--- config.mk ---
export PLATFORM = sky130hd
export DESIGN_NAME = go_back_n_sender_window
export DESIGN_NICKNAME = d
export VERILOG_FILES = /design/src/design/gbn_pkg.sv /design/src/design/gbn_ctrl.sv /design/src/design/gbn_dp.sv /design/src/design/go_back_n_sender_window.sv
export SDC_FILE = /design/constraint.sdc
export NUM_CORES = 1
export LEC_CHECK = 0
export BUFFER_PORTS_ARGS = -buffer_cell sky130_fd_sc_hd__clkbuf_2
export CORE_MARGIN = 3
export CORE_UTILIZATION = 55
export CTS_BUF_LIST = sky130_fd_sc_hd__clkbuf_4 sky130_fd_sc_hd__clkbuf_8
export CTS_CLUSTER_SIZE = 28
export DETAILED_ROUTE_END_ITERATION = 8
export PLACE_DENSITY = 0.83
export SETUP_SLACK_MARGIN = 0.1
export SLEW_MARGIN = 15
export SYNTH_ARGS = -nofsm -noshare
export SYNTH_HDL_FRONTEND = slang
export SYNTH_HIERARCHICAL = 1
export SYNTH_SLANG_ARGS = --single-unit
--- constraint.sdc ---
create_clock -name clk -period 6.6 [get_ports clk]
set_clock_uncertainty 0.1 [all_clocks]
set_input_delay 1.32 -clock clk [delete_from_list [all_inputs] [get_ports clk]]
set_output_delay 1.32 -clock clk [all_outputs]
set_load 0.02 [all_outputs]
--- src/design/gbn_pkg.sv ---
// Shared types and constants for the go-back-n sender window.
package gbn_pkg;

  localparam int SEQ_SPACE    = 8;
  localparam int SEQ_W        = $clog2(SEQ_SPACE);
  localparam int PAYLOAD_BITS = 32;
  localparam int KIND_W       = 2;
  localparam int TIMER_W      = 2;
  localparam int CMD_W        = 2;

  localparam logic [SEQ_W-1:0] WINDOW_SIZE_RESET = SEQ_W'(4);

  localparam logic [CMD_W-1:0] CMD_SEND    = 2'd0;
  localparam logic [CMD_W-1:0] CMD_ACK     = 2'd1;
  localparam logic [CMD_W-1:0] CMD_TIMEOUT = 2'd2;

  localparam logic [KIND_W-1:0] KIND_REFUSED = 2'd0;
  localparam logic [KIND_W-1:0] KIND_SENT    = 2'd1;
  localparam logic [KIND_W-1:0] KIND_NONE    = 2'd2;

  localparam logic [TIMER_W-1:0] TIMER_LEAVE   = 2'd0;
  localparam logic [TIMER_W-1:0] TIMER_STOP    = 2'd1;
  localparam logic [TIMER_W-1:0] TIMER_RESTART = 2'd2;

  typedef struct packed {
    logic [CMD_W-1:0]        command;
    logic [PAYLOAD_BITS-1:0] payload;
    logic [SEQ_W-1:0]        ack_number;
    logic                    ack_checksum_ok;
  } in_item_t;

  typedef struct packed {
    logic [KIND_W-1:0]       kind;
    logic [SEQ_W-1:0]        seq_number;
    logic [PAYLOAD_BITS-1:0] packet_payload;
    logic [TIMER_W-1:0]      timer_action;
    logic                    last;
  } out_item_t;

  typedef struct packed {
    logic accept;
    logic start_replay;
    logic rd;
    logic emit;
  } gbn_cmd_t;

  typedef struct packed {
    logic replay_needed;
    logic rep_last;
    logic out_free;
  } gbn_status_t;

endpackage

--- src/design/gbn_ctrl.sv ---
// Controller state machine that sequences accepts and timeout replays.
module gbn_ctrl (
  input  logic                 clk,
  input  logic                 rst_n,
  input  logic                 in_valid,
  output logic                 in_stall,
  input  gbn_pkg::gbn_status_t status,
  output gbn_pkg::gbn_cmd_t    cmd
);

  typedef enum logic [1:0] {
    ST_IDLE,
    ST_READ,
    ST_EMIT
  } state_t;

  state_t state_r;
  state_t state_nxt;

  always_comb begin
    in_stall = !((state_r == ST_IDLE) && status.out_free);
    cmd = '0;
    state_nxt = state_r;
    case (state_r)
      ST_IDLE: begin
        cmd.accept = in_valid && !in_stall;
        if (cmd.accept && status.replay_needed) begin
          cmd.start_replay = 1'b1;
          state_nxt = ST_READ;
        end
      end
      ST_READ: begin
        cmd.rd = 1'b1;
        state_nxt = ST_EMIT;
      end
      ST_EMIT: begin
        if (status.out_free) begin
          cmd.emit = 1'b1;
          state_nxt = status.rep_last ? ST_IDLE : ST_READ;
        end
      end
      default: begin
        state_nxt = ST_IDLE;
      end
    endcase
  end

  always_ff @(posedge clk) begin
    if (!rst_n) begin
      state_r <= ST_IDLE;
    end else begin
      state_r <= state_nxt;
    end
  end

endmodule

--- src/design/gbn_dp.sv ---
// Datapath holding the window pointers, the payload memory and the result register.
module gbn_dp (
  input  logic                                 clk,
  input  logic                                 rst_n,
  input  gbn_pkg::in_item_t                    in_data,
  input  logic                                 cfg_valid,
  input  logic                                 cfg_ready,
  input  logic [gbn_pkg::SEQ_W-1:0]            cfg_data,
  output logic                                 out_valid,
  input  logic                                 out_stall,
  output gbn_pkg::out_item_t                   out_data,
  input  gbn_pkg::gbn_cmd_t                    cmd,
  output gbn_pkg::gbn_status_t                 status
);

  logic [gbn_pkg::SEQ_W-1:0]        window_size_r;
  logic [gbn_pkg::SEQ_W-1:0]        base_r;
  logic [gbn_pkg::SEQ_W-1:0]        base_nxt;
  logic [gbn_pkg::SEQ_W-1:0]        next_r;
  logic [gbn_pkg::SEQ_W-1:0]        next_nxt;
  logic [gbn_pkg::SEQ_W-1:0]        ptr_r;
  logic [gbn_pkg::SEQ_W-1:0]        rem_r;
  logic                             first_r;
  logic                             out_valid_r;
  gbn_pkg::out_item_t               out_data_r;
  gbn_pkg::out_item_t               result;
  logic [gbn_pkg::PAYLOAD_BITS-1:0] rd_data_r;
  logic [gbn_pkg::PAYLOAD_BITS-1:0] mem [gbn_pkg::SEQ_SPACE];
  logic                             mem_we;
  logic [gbn_pkg::SEQ_W-1:0]        count;
  logic [gbn_pkg::SEQ_W-1:0]        offset;
  logic [gbn_pkg::SEQ_W-1:0]        ack_next;
  logic [gbn_pkg::SEQ_W-1:0]        left_after_ack;

  assign count          = next_r - base_r;
  assign offset         = in_data.ack_number - base_r;
  assign ack_next       = in_data.ack_number + gbn_pkg::SEQ_W'(1);
  assign left_after_ack = next_r - ack_next;

  assign status.out_free      = !out_valid_r || !out_stall;
  assign status.replay_needed = (in_data.command == gbn_pkg::CMD_TIMEOUT) && (count != '0);
  assign status.rep_last      = (rem_r == gbn_pkg::SEQ_W'(1));

  assign out_valid = out_valid_r;
  assign out_data  = out_data_r;

  always_comb begin
    result = '0;
    result.last = 1'b1;
    result.kind = gbn_pkg::KIND_NONE;
    base_nxt = base_r;
    next_nxt = next_r;
    mem_we = 1'b0;
    case (in_data.command)
      gbn_pkg::CMD_SEND: begin
        if (count >= window_size_r) begin
          result.kind = gbn_pkg::KIND_REFUSED;
        end else begin
          mem_we = cmd.accept;
          next_nxt = next_r + gbn_pkg::SEQ_W'(1);
          result.kind = gbn_pkg::KIND_SENT;
          result.seq_number = next_r;
          result.packet_payload = in_data.payload;
          result.timer_action = (count == '0) ? gbn_pkg::TIMER_RESTART
                                              : gbn_pkg::TIMER_LEAVE;
        end
      end
      gbn_pkg::CMD_ACK: begin
        if (in_data.ack_checksum_ok && (count != '0) && (offset < count)) begin
          base_nxt = ack_next;
          result.timer_action = (left_after_ack == '0) ? gbn_pkg::TIMER_STOP
                                                       : gbn_pkg::TIMER_RESTART;
        end
      end
      gbn_pkg::CMD_TIMEOUT: begin
        result.timer_action = gbn_pkg::TIMER_RESTART;
      end
      default: begin
        result.timer_action = gbn_pkg::TIMER_LEAVE;
      end
    endcase
  end

  always_ff @(posedge clk) begin
    if (!rst_n) begin
      window_size_r <= gbn_pkg::WINDOW_SIZE_RESET;
      base_r        <= '0;
      next_r        <= '0;
      out_valid_r   <= 1'b0;
      ptr_r         <= '0;
      rem_r         <= '0;
      first_r       <= 1'b0;
    end else begin
      if (cfg_valid && cfg_ready) begin
        window_size_r <= cfg_data;
      end
      if (cmd.accept) begin
        base_r <= base_nxt;
        next_r <= next_nxt;
      end
      if (cmd.start_replay) begin
        ptr_r   <= base_r;
        rem_r   <= count;
        first_r <= 1'b1;
      end else if (cmd.emit) begin
        ptr_r   <= ptr_r + gbn_pkg::SEQ_W'(1);
        rem_r   <= rem_r - gbn_pkg::SEQ_W'(1);
        first_r <= 1'b0;
      end
      if ((cmd.accept && !cmd.start_replay) || cmd.emit) begin
        out_valid_r <= 1'b1;
      end else if (!out_stall) begin
        out_valid_r <= 1'b0;
      end
    end
  end

  always_ff @(posedge clk) begin
    if (mem_we) begin
      mem[next_r] <= in_data.payload;
    end
    if (cmd.rd) begin
      rd_data_r <= mem[ptr_r];
    end
    if (cmd.accept && !cmd.start_replay) begin
      out_data_r <= result;
    end else if (cmd.emit) begin
      out_data_r.kind           <= gbn_pkg::KIND_SENT;
      out_data_r.seq_number     <= ptr_r;
      out_data_r.packet_payload <= rd_data_r;
      out_data_r.timer_action   <= first_r ? gbn_pkg::TIMER_RESTART : gbn_pkg::TIMER_LEAVE;
      out_data_r.last           <= (rem_r == gbn_pkg::SEQ_W'(1));
    end
  end

endmodule

--- src/design/go_back_n_sender_window.sv ---
// Top level of the go-back-n sender window.
// A result is registered at the edge that accepts its item; a replaying timeout gives none.
// Send, ack, unused and empty-window timeout commands run back to back unless the output stalls.
// A timeout with packets outstanding stalls input and replays each: memory read, then emit.
// Synchronous active-low reset clears the window pointers and sets the window size to 4.
// The payload memory is not cleared; only entries written by a send are read.
module go_back_n_sender_window (
  input  logic                      clk,
  input  logic                      rst_n,
  input  logic                      in_valid,
  output logic                      in_stall,
  input  gbn_pkg::in_item_t         in_data,
  output logic                      out_valid,
  input  logic                      out_stall,
  output gbn_pkg::out_item_t        out_data,
  input  logic                      cfg_valid,
  output logic                      cfg_ready,
  input  logic [gbn_pkg::SEQ_W-1:0] cfg_data
);

  gbn_pkg::gbn_cmd_t    cmd;
  gbn_pkg::gbn_status_t status;

  assign cfg_ready = 1'b1;

  gbn_ctrl u_ctrl (
    .clk      (clk),
    .rst_n    (rst_n),
    .in_valid (in_valid),
    .in_stall (in_stall),
    .status   (status),
    .cmd      (cmd)
  );

  gbn_dp u_dp (
    .clk       (clk),
    .rst_n     (rst_n),
    .in_data   (in_data),
    .cfg_valid (cfg_valid),
    .cfg_ready (cfg_ready),
    .cfg_data  (cfg_data),
    .out_valid (out_valid),
    .out_stall (out_stall),
    .out_data  (out_data),
    .cmd       (cmd),
    .status    (status)
  );

endmodule
==> results of run 1 <==
-- cell families (layout without fill, tap and decap cells) --
group | Yosys count | in the layout | share of synthesized area (%)
AOI/OAI and AO/OA | 62 | 62 | 3.599
and+or+nand+nor | 77 | 77 | 3.184
other | 1 | 6 | 0.02766
DFF | 347 | 347 | 75.39
buffers and inverters | 51 | 211 | 1.661
adders and majority gates | 14 | 14 | 1.403
muxes | 100 | 100 | 13.59
xor gates and xnor gates | 13 | 13 | 1.154
-- tightest hold or removal path, cell delays in order (launching register included) --
cell     delay (ps)
dfxtp_1         320
nand2_1          50
a21oi_1          50
-- synth_stat cells (all sizes together) (2+ instances only) --
| cell | instances |
|---|---|
| buf | 18 |
| nor2 | 16 |
| a21oi | 9 |
| edfxtp | 327 |
| mux2i | 4 |
| inv | 16 |
| mux2 | 32 |
| a22o | 35 |
| nor4 | 6 |
| xnor3 | 2 |
| mux4 | 64 |
| nand2b | 4 |
| and4bb | 2 |
| and2 | 2 |
| o21ai | 5 |
| ha | 12 |
| xnor2 | 6 |
| nor3 | 4 |
| fa | 2 |
| nand2 | 21 |
| dfxtp | 20 |
| nor2b | 4 |
| clkbuf | 17 |
| nor4b | 3 |
| a211oi | 7 |
| xor2 | 4 |
| nand3 | 6 |
-- per-layer routing --
metal / GRT usage, % / vias up / part of all wire [%]
li1: - / 2972 / -
met3: 4.171 / 44 / 7.2
met2: 33.23 / 277 / 49
met5: 0 / - / 0.074
met4: 6.344 / 2 / 1.7
met1: 29.67 / 3531 / 42
-- stage by stage --
stage          area (um^2)  worst slack (ps)  hold slack (ps)  instances  total power, mW
2_1_floorplan        13570             459.6            334.7        669            2.581
6_report             15460              2265            371.7       1149            4.363
3_5_place_dp         14400              2345            357.6       1053            2.659
4_1_cts              15460              2306            367.1       1148            4.402
5_1_grt              15460              2056            411.8       1148            4.513
3_3_place_gp         14400              2540            347.8       1053            2.650
-- layout by cell type, fill, tap and decap left out, drive strengths merged, types with 4 or more instances in the layout --
master | Yosys | layout
buf | 18 | 13
mux4 | 64 | 64
clkbuf | 17 | 154
xor2 | 4 | 4
clkinv | 0 | 21
inv | 16 | 18
nand2 | 21 | 21
dfxtp | 20 | 20
a22o | 35 | 35
mux2 | 32 | 32
nor2b | 4 | 4
a21oi | 9 | 9
ha | 12 | 12
nor2 | 16 | 16
o21ai | 5 | 5
a211oi | 7 | 7
nand2b | 4 | 4
conb | 1 | 5
nor3 | 4 | 4
edfxtp | 327 | 327
nor4 | 6 | 6
nand3 | 6 | 6
xnor2 | 6 | 6
mux2i | 4 | 4
-- flip-flops by register name (all words and copies together), names as in the netlist --
| register | flops |
|---|---|
| u_dp/out_data | 40 |
| u_ctrl/state_r | 2 |
| u_dp/window_size_r | 3 |
| u_dp/base_r | 3 |
| u_dp/mem | 256 |
| u_dp/rd_data_r | 32 |
| u_dp/out_valid | 1 |
| u_dp/rem_r | 3 |
| u_dp/first_r | 1 |
| u_dp/ptr_r | 3 |
| u_dp/next_r | 3 |
-- path summary, 6_finish.rpt --
check	endpoint	slack, ps	depth (start not counted)
worst max-delay path	u_dp/out_data[11]	2270	11
worst min-delay path	u_dp/window_size_r[0]	370	2
worst max register to register	u_dp/out_data[11]	2270	11
worst min register to register	u_dp/window_size_r[0]	370	2
-- power groups by stage --
stage / registers [mW] / logic (mW) / clock network [mW]
detailed placement: 2.50 / 0.161 / 0
global route: 2.45 / 0.174 / 1.88
CTS: 2.45 / 0.161 / 1.79
global placement: 2.50 / 0.153 / 0
finish: 2.45 / 0.159 / 1.75
floorplan: 2.52 / 0.0656 / 0
-- layout make-up --
cell class	count	area share, %
multi-input cells	271	20.61
repair buffers	100	3.448
flip-flops and latches	347	66.15
diodes	1	0.01619
well taps	319	2.582
clock inverters	28	1.408
inverters	16	0.3885
clock buffers	67	5.399
==> metrics.txt, run 1 <==
total grt overflow=0; layout cells sized above 1=36.43%; Ys Warns=6; Worst Path Arrival=4670 ps; Die X=163 um; crit path max fanout=37; I/O pins=89; post-synth top area share=72.43%; sequential fraction of the synthesis area=75.39%; Crit path max-delay family=simple AND/OR/NAND/NOR gates; GRT Overall Usage=20.82%; slowest CP cell=and2_2; Pleak=5.120 nW; PD cells=282.2 nW/um^2; combinational power share=3.7%; Syn Std Cell Area=13,560 um^2; # DRC=0; cell mode on critical path=inv_1; Register Area=10,230 um^2; worst setup path startpoint=u_dp/next_r[0]; CTS max path bufs=3; FF+latch count, synth=347; area occupied by multi-input gates=3186 um^2; CTS sink count=347; die height=163 um; dpl hpwl=14,750 um; final antenna-violating net count=0; worst-path cell chain=inv_1 -> ha_1 -> inv_1 -> fa_1 -> xor3_1 -> and3_4 -> nor3_1 -> and2_1 -> nand2b_1 -> and2_2 -> a22o_1; clock share of power=40.1%; WP data required=6930 ps; switching part of the total=21.04%; first-pass GRT wire length=41,490 um; final core occ=64.89%; Worst path max stage delay=830 ps; net switching power=0.9177 mW; Placer Congestion=0.8368; Main synth FF type=edfxtp_1; status=completed; Iter 0 DRT Violations=630; area of the core=23,820 um^2; Area Overhead vs Synth=14.03%; CTS tree=built; ys async rst share=0%; kind of end point of the critical path=flop; Initial Util=56.91%; Hold Path Origin=u_dp/window_size_r[0]; Slew Viols, Final=0; total CTS buffers=53; Final period util=65.68%; max-cap violations=0; vias in the first global route=7,159; RSZ-0062 raised after global routing=false; Peak Freq=230.7 MHz; final-report setup violation count=0; min-delay worst type=reg2reg; Final nets=849; Worst Path Buf+Inv=2; post-layout minimum cycle time=4335 ps; internal power=3.445 mW; Clk Latency, worst-skew pair=590 ps; DR WL/cell=23.44 um; relative slew slack=22.85%; row count=56; Clock Pin Slew Worst Setup and Hold Paths=60 ps; CTS root buffer=clkbuf_8; Worst Tran Pin Value=1157 ps; Hold Buf Count CTS=0; drt pass-1 iters=5; Cells after Synth=665; WL final=26,930 um; Die ar.=26,570 um^2; VDD IR max=177.8 uV; launch point of the worst reg-to-reg path=u_dp/next_r[0]; number of H-tree levels=2; largest net degree at the start of global routing=53; Synth area leaders=edfxtp_1 (72%), mux4_2 (11%), dfxtp_1 (3.0%), mux2_2 (2.7%), a22o_1 (2.3%); Setup Buffers After CTS=0; setup TNS=0 ps; Synth cell types=50; Final Hold Violating Endpoints=0; fillcell total=1,582; DR vias/cell=5.941; largest area contributor in the netlist=edfxtp_1; # port buffers=87; Syn Area/Cell=20.39 um^2; initial antenna violation count=1; crit start category=flop; Resized cells post-CTS=0; critical path class=reg2reg; number of synthesized flops with an enable pin=327; Reg power frac=56.2%; Via Count=6,826
No activity file was read; power rests on OpenSTA's default activity.
==> run 2: changes to the inputs <==
==> constraint.sdc (replaced) <==
create_clock -name clk -period 4.1 [get_ports clk]
set_clock_uncertainty 0.1 [all_clocks]
set_input_delay 0.82 -clock clk [delete_from_list [all_inputs] [get_ports clk]]
set_output_delay 0.82 -clock clk [all_outputs]
set_load 0.02 [all_outputs]
==> run 2 against run 1 <==
Compared with the run above:
- register-to-register slack worse by 1800 ps
- non-clock buffer count up 12
- clock power up 59%
- sequential power up 61%
- critical endpoint is now u_dp/out_data[10]
- critical path depth down 2
- worst hold slack worse by 12 ps
- largest cell class unchanged
- global-route usage up 0.075 points
- sequential share of layout area down 0.75 points
- utilization up 0.75 points
- combinational power up 69%
- count of clock-buffer cells in the layout down 4
==> metrics.txt, run 2 (synthesized netlist as in run 1, its figures left out) <==
status=completed; Pleak=5.209 nW; WP data required=4430 ps; setup TNS=0 ps; kind of end point of the critical path=flop; CTS sink count=347; Placer Congestion=0.8028; CTS root buffer=clkbuf_8; row count=56; Worst Tran Pin Value=1197 ps; # diodes=0; relative slew slack=20.01%; most common library cell in the layout ignoring fill and taps=edfxtp_1; min-delay worst type=reg2reg; CTS max path bufs=3; Area Overhead vs Synth=15.34%; Clk Latency, worst-skew pair=580 ps; area of the core=23,820 um^2; total grt overflow=0; dpl cells=1,065; Iter 0 DRT Violations=575; WL final=26,710 um; # port buffers=87; CTS tree=built; dpl cell area=14,600 um^2; number of H-tree levels=2; RSZ-0062 raised after global routing=false; vias in the first global route=7,341; total CTS buffers=53; Slew Viols, Final=0; Die X=163 um; crit start category=flop; Final nets=861; max FFs per register=256; dpl hpwl=15,700 um; final instance area=15,640 um^2; layout cells sized above 1=36.98%; GRT Overall Usage=20.90%; post-layout minimum cycle time=3658 ps; Clock Pin Slew Worst Setup and Hold Paths=70 ps; die height=163 um; largest net degree at the start of global routing=39; final-report setup violation count=0; max-cap violations=0; Die ar.=26,570 um^2; non-filler cells, final=1,160; Biggest register=u_dp/mem; Worst Path Arrival=3990 ps; critical path class=reg2reg; Setup Buffers After CTS=0; Final period util=89.22%; drt pass-1 iters=5; VDD IR max=499.8 uV; crit path max fanout=36; Hold Buf Count CTS=0; worst hold margin=359.6 ps; first-pass GRT wire length=42,070 um; initial antenna violation count=1; DR vias/cell=5.936; DR WL/cell=23.02 um; overall power=6.996 mW; # DRC=0; Final Hold Violating Endpoints=0; final antenna-violating net count=0; R2R setup slack=440 ps; I/O pins=89; PD cells=447.4 nW/um^2; Initial Util=56.91%; Peak Freq=273.4 MHz; most frequent cells in the layout=edfxtp_1 (327), clkbuf_2 (87), mux4_2 (64); Via Count=6,886
run 2: metrics by stage:
stage / worst slack (ps) / util, %
floorplan: -561.1 / -
global route: 332.4 / 65.64
detailed placement: 283.0 / 61.27
global placement: 466.1 / 61.27
finish: 442.0 / 65.64
CTS: 259.7 / 65.63
run 2: where the power goes:
group | internal [mW] | leakage, nW | switching [mW]
clock | 1.50 | 0.549 | 1.28
combinational | 0.0936 | 1.51 | 0.176
sequential | 3.92 | 3.15 | 0.0226
total | 5.52 | 5.21 | 1.47
run 2: worst paths after layout:
kind                       start  cells after the start           endpoint
setup / recovery  u_dp/next_r[0]                      9  u_dp/out_data[10]
hold / removal    u_dp/base_r[1]                      2     u_dp/base_r[1]
setup reg to reg  u_dp/next_r[0]                      9  u_dp/out_data[10]
hold reg to reg   u_dp/base_r[1]                      2     u_dp/base_r[1]
run 2: area by class of cell:
| class | count | area [um^2] |
|---|---|---|
| clock buffer | 63 | 810.8 |
| clock inverter | 32 | 227.7 |
| fill | 1580 | 8187 |
| inverter | 16 | 60.06 |
| multi-input combinational | 271 | 3252 |
| sequential | 347 | 10230 |
| tap | 319 | 399.1 |
| timing repair buffer | 112 | 660.6 |
run 2: worst max-delay path, cell delays in order, from the launching register on:
cell and delay [ps]:
dfxtp_1 640, inv_1 130, ha_1 210, inv_1 70, fa_1 450, ha_1 320, a221oi_2 270, o21bai_2 130
nor2_4 910, a22o_1 260
run 2: repair_timing:
action,4_1_cts,5_1_grt
endpoints found under the setup margin,0,36
gates resized for setup,0,1
endpoints found under the hold margin,0,0
run 2: routing by layer:
layer  vias to the layer above  share of wire [%]  GRT usage, %
met3                        42                7.7         4.374
met4                         2                1.8         6.574
li1                       2995                  -             -
met2                       319                 49         32.85
met1                      3528                 41         30.01
met5                         -              0.075             0
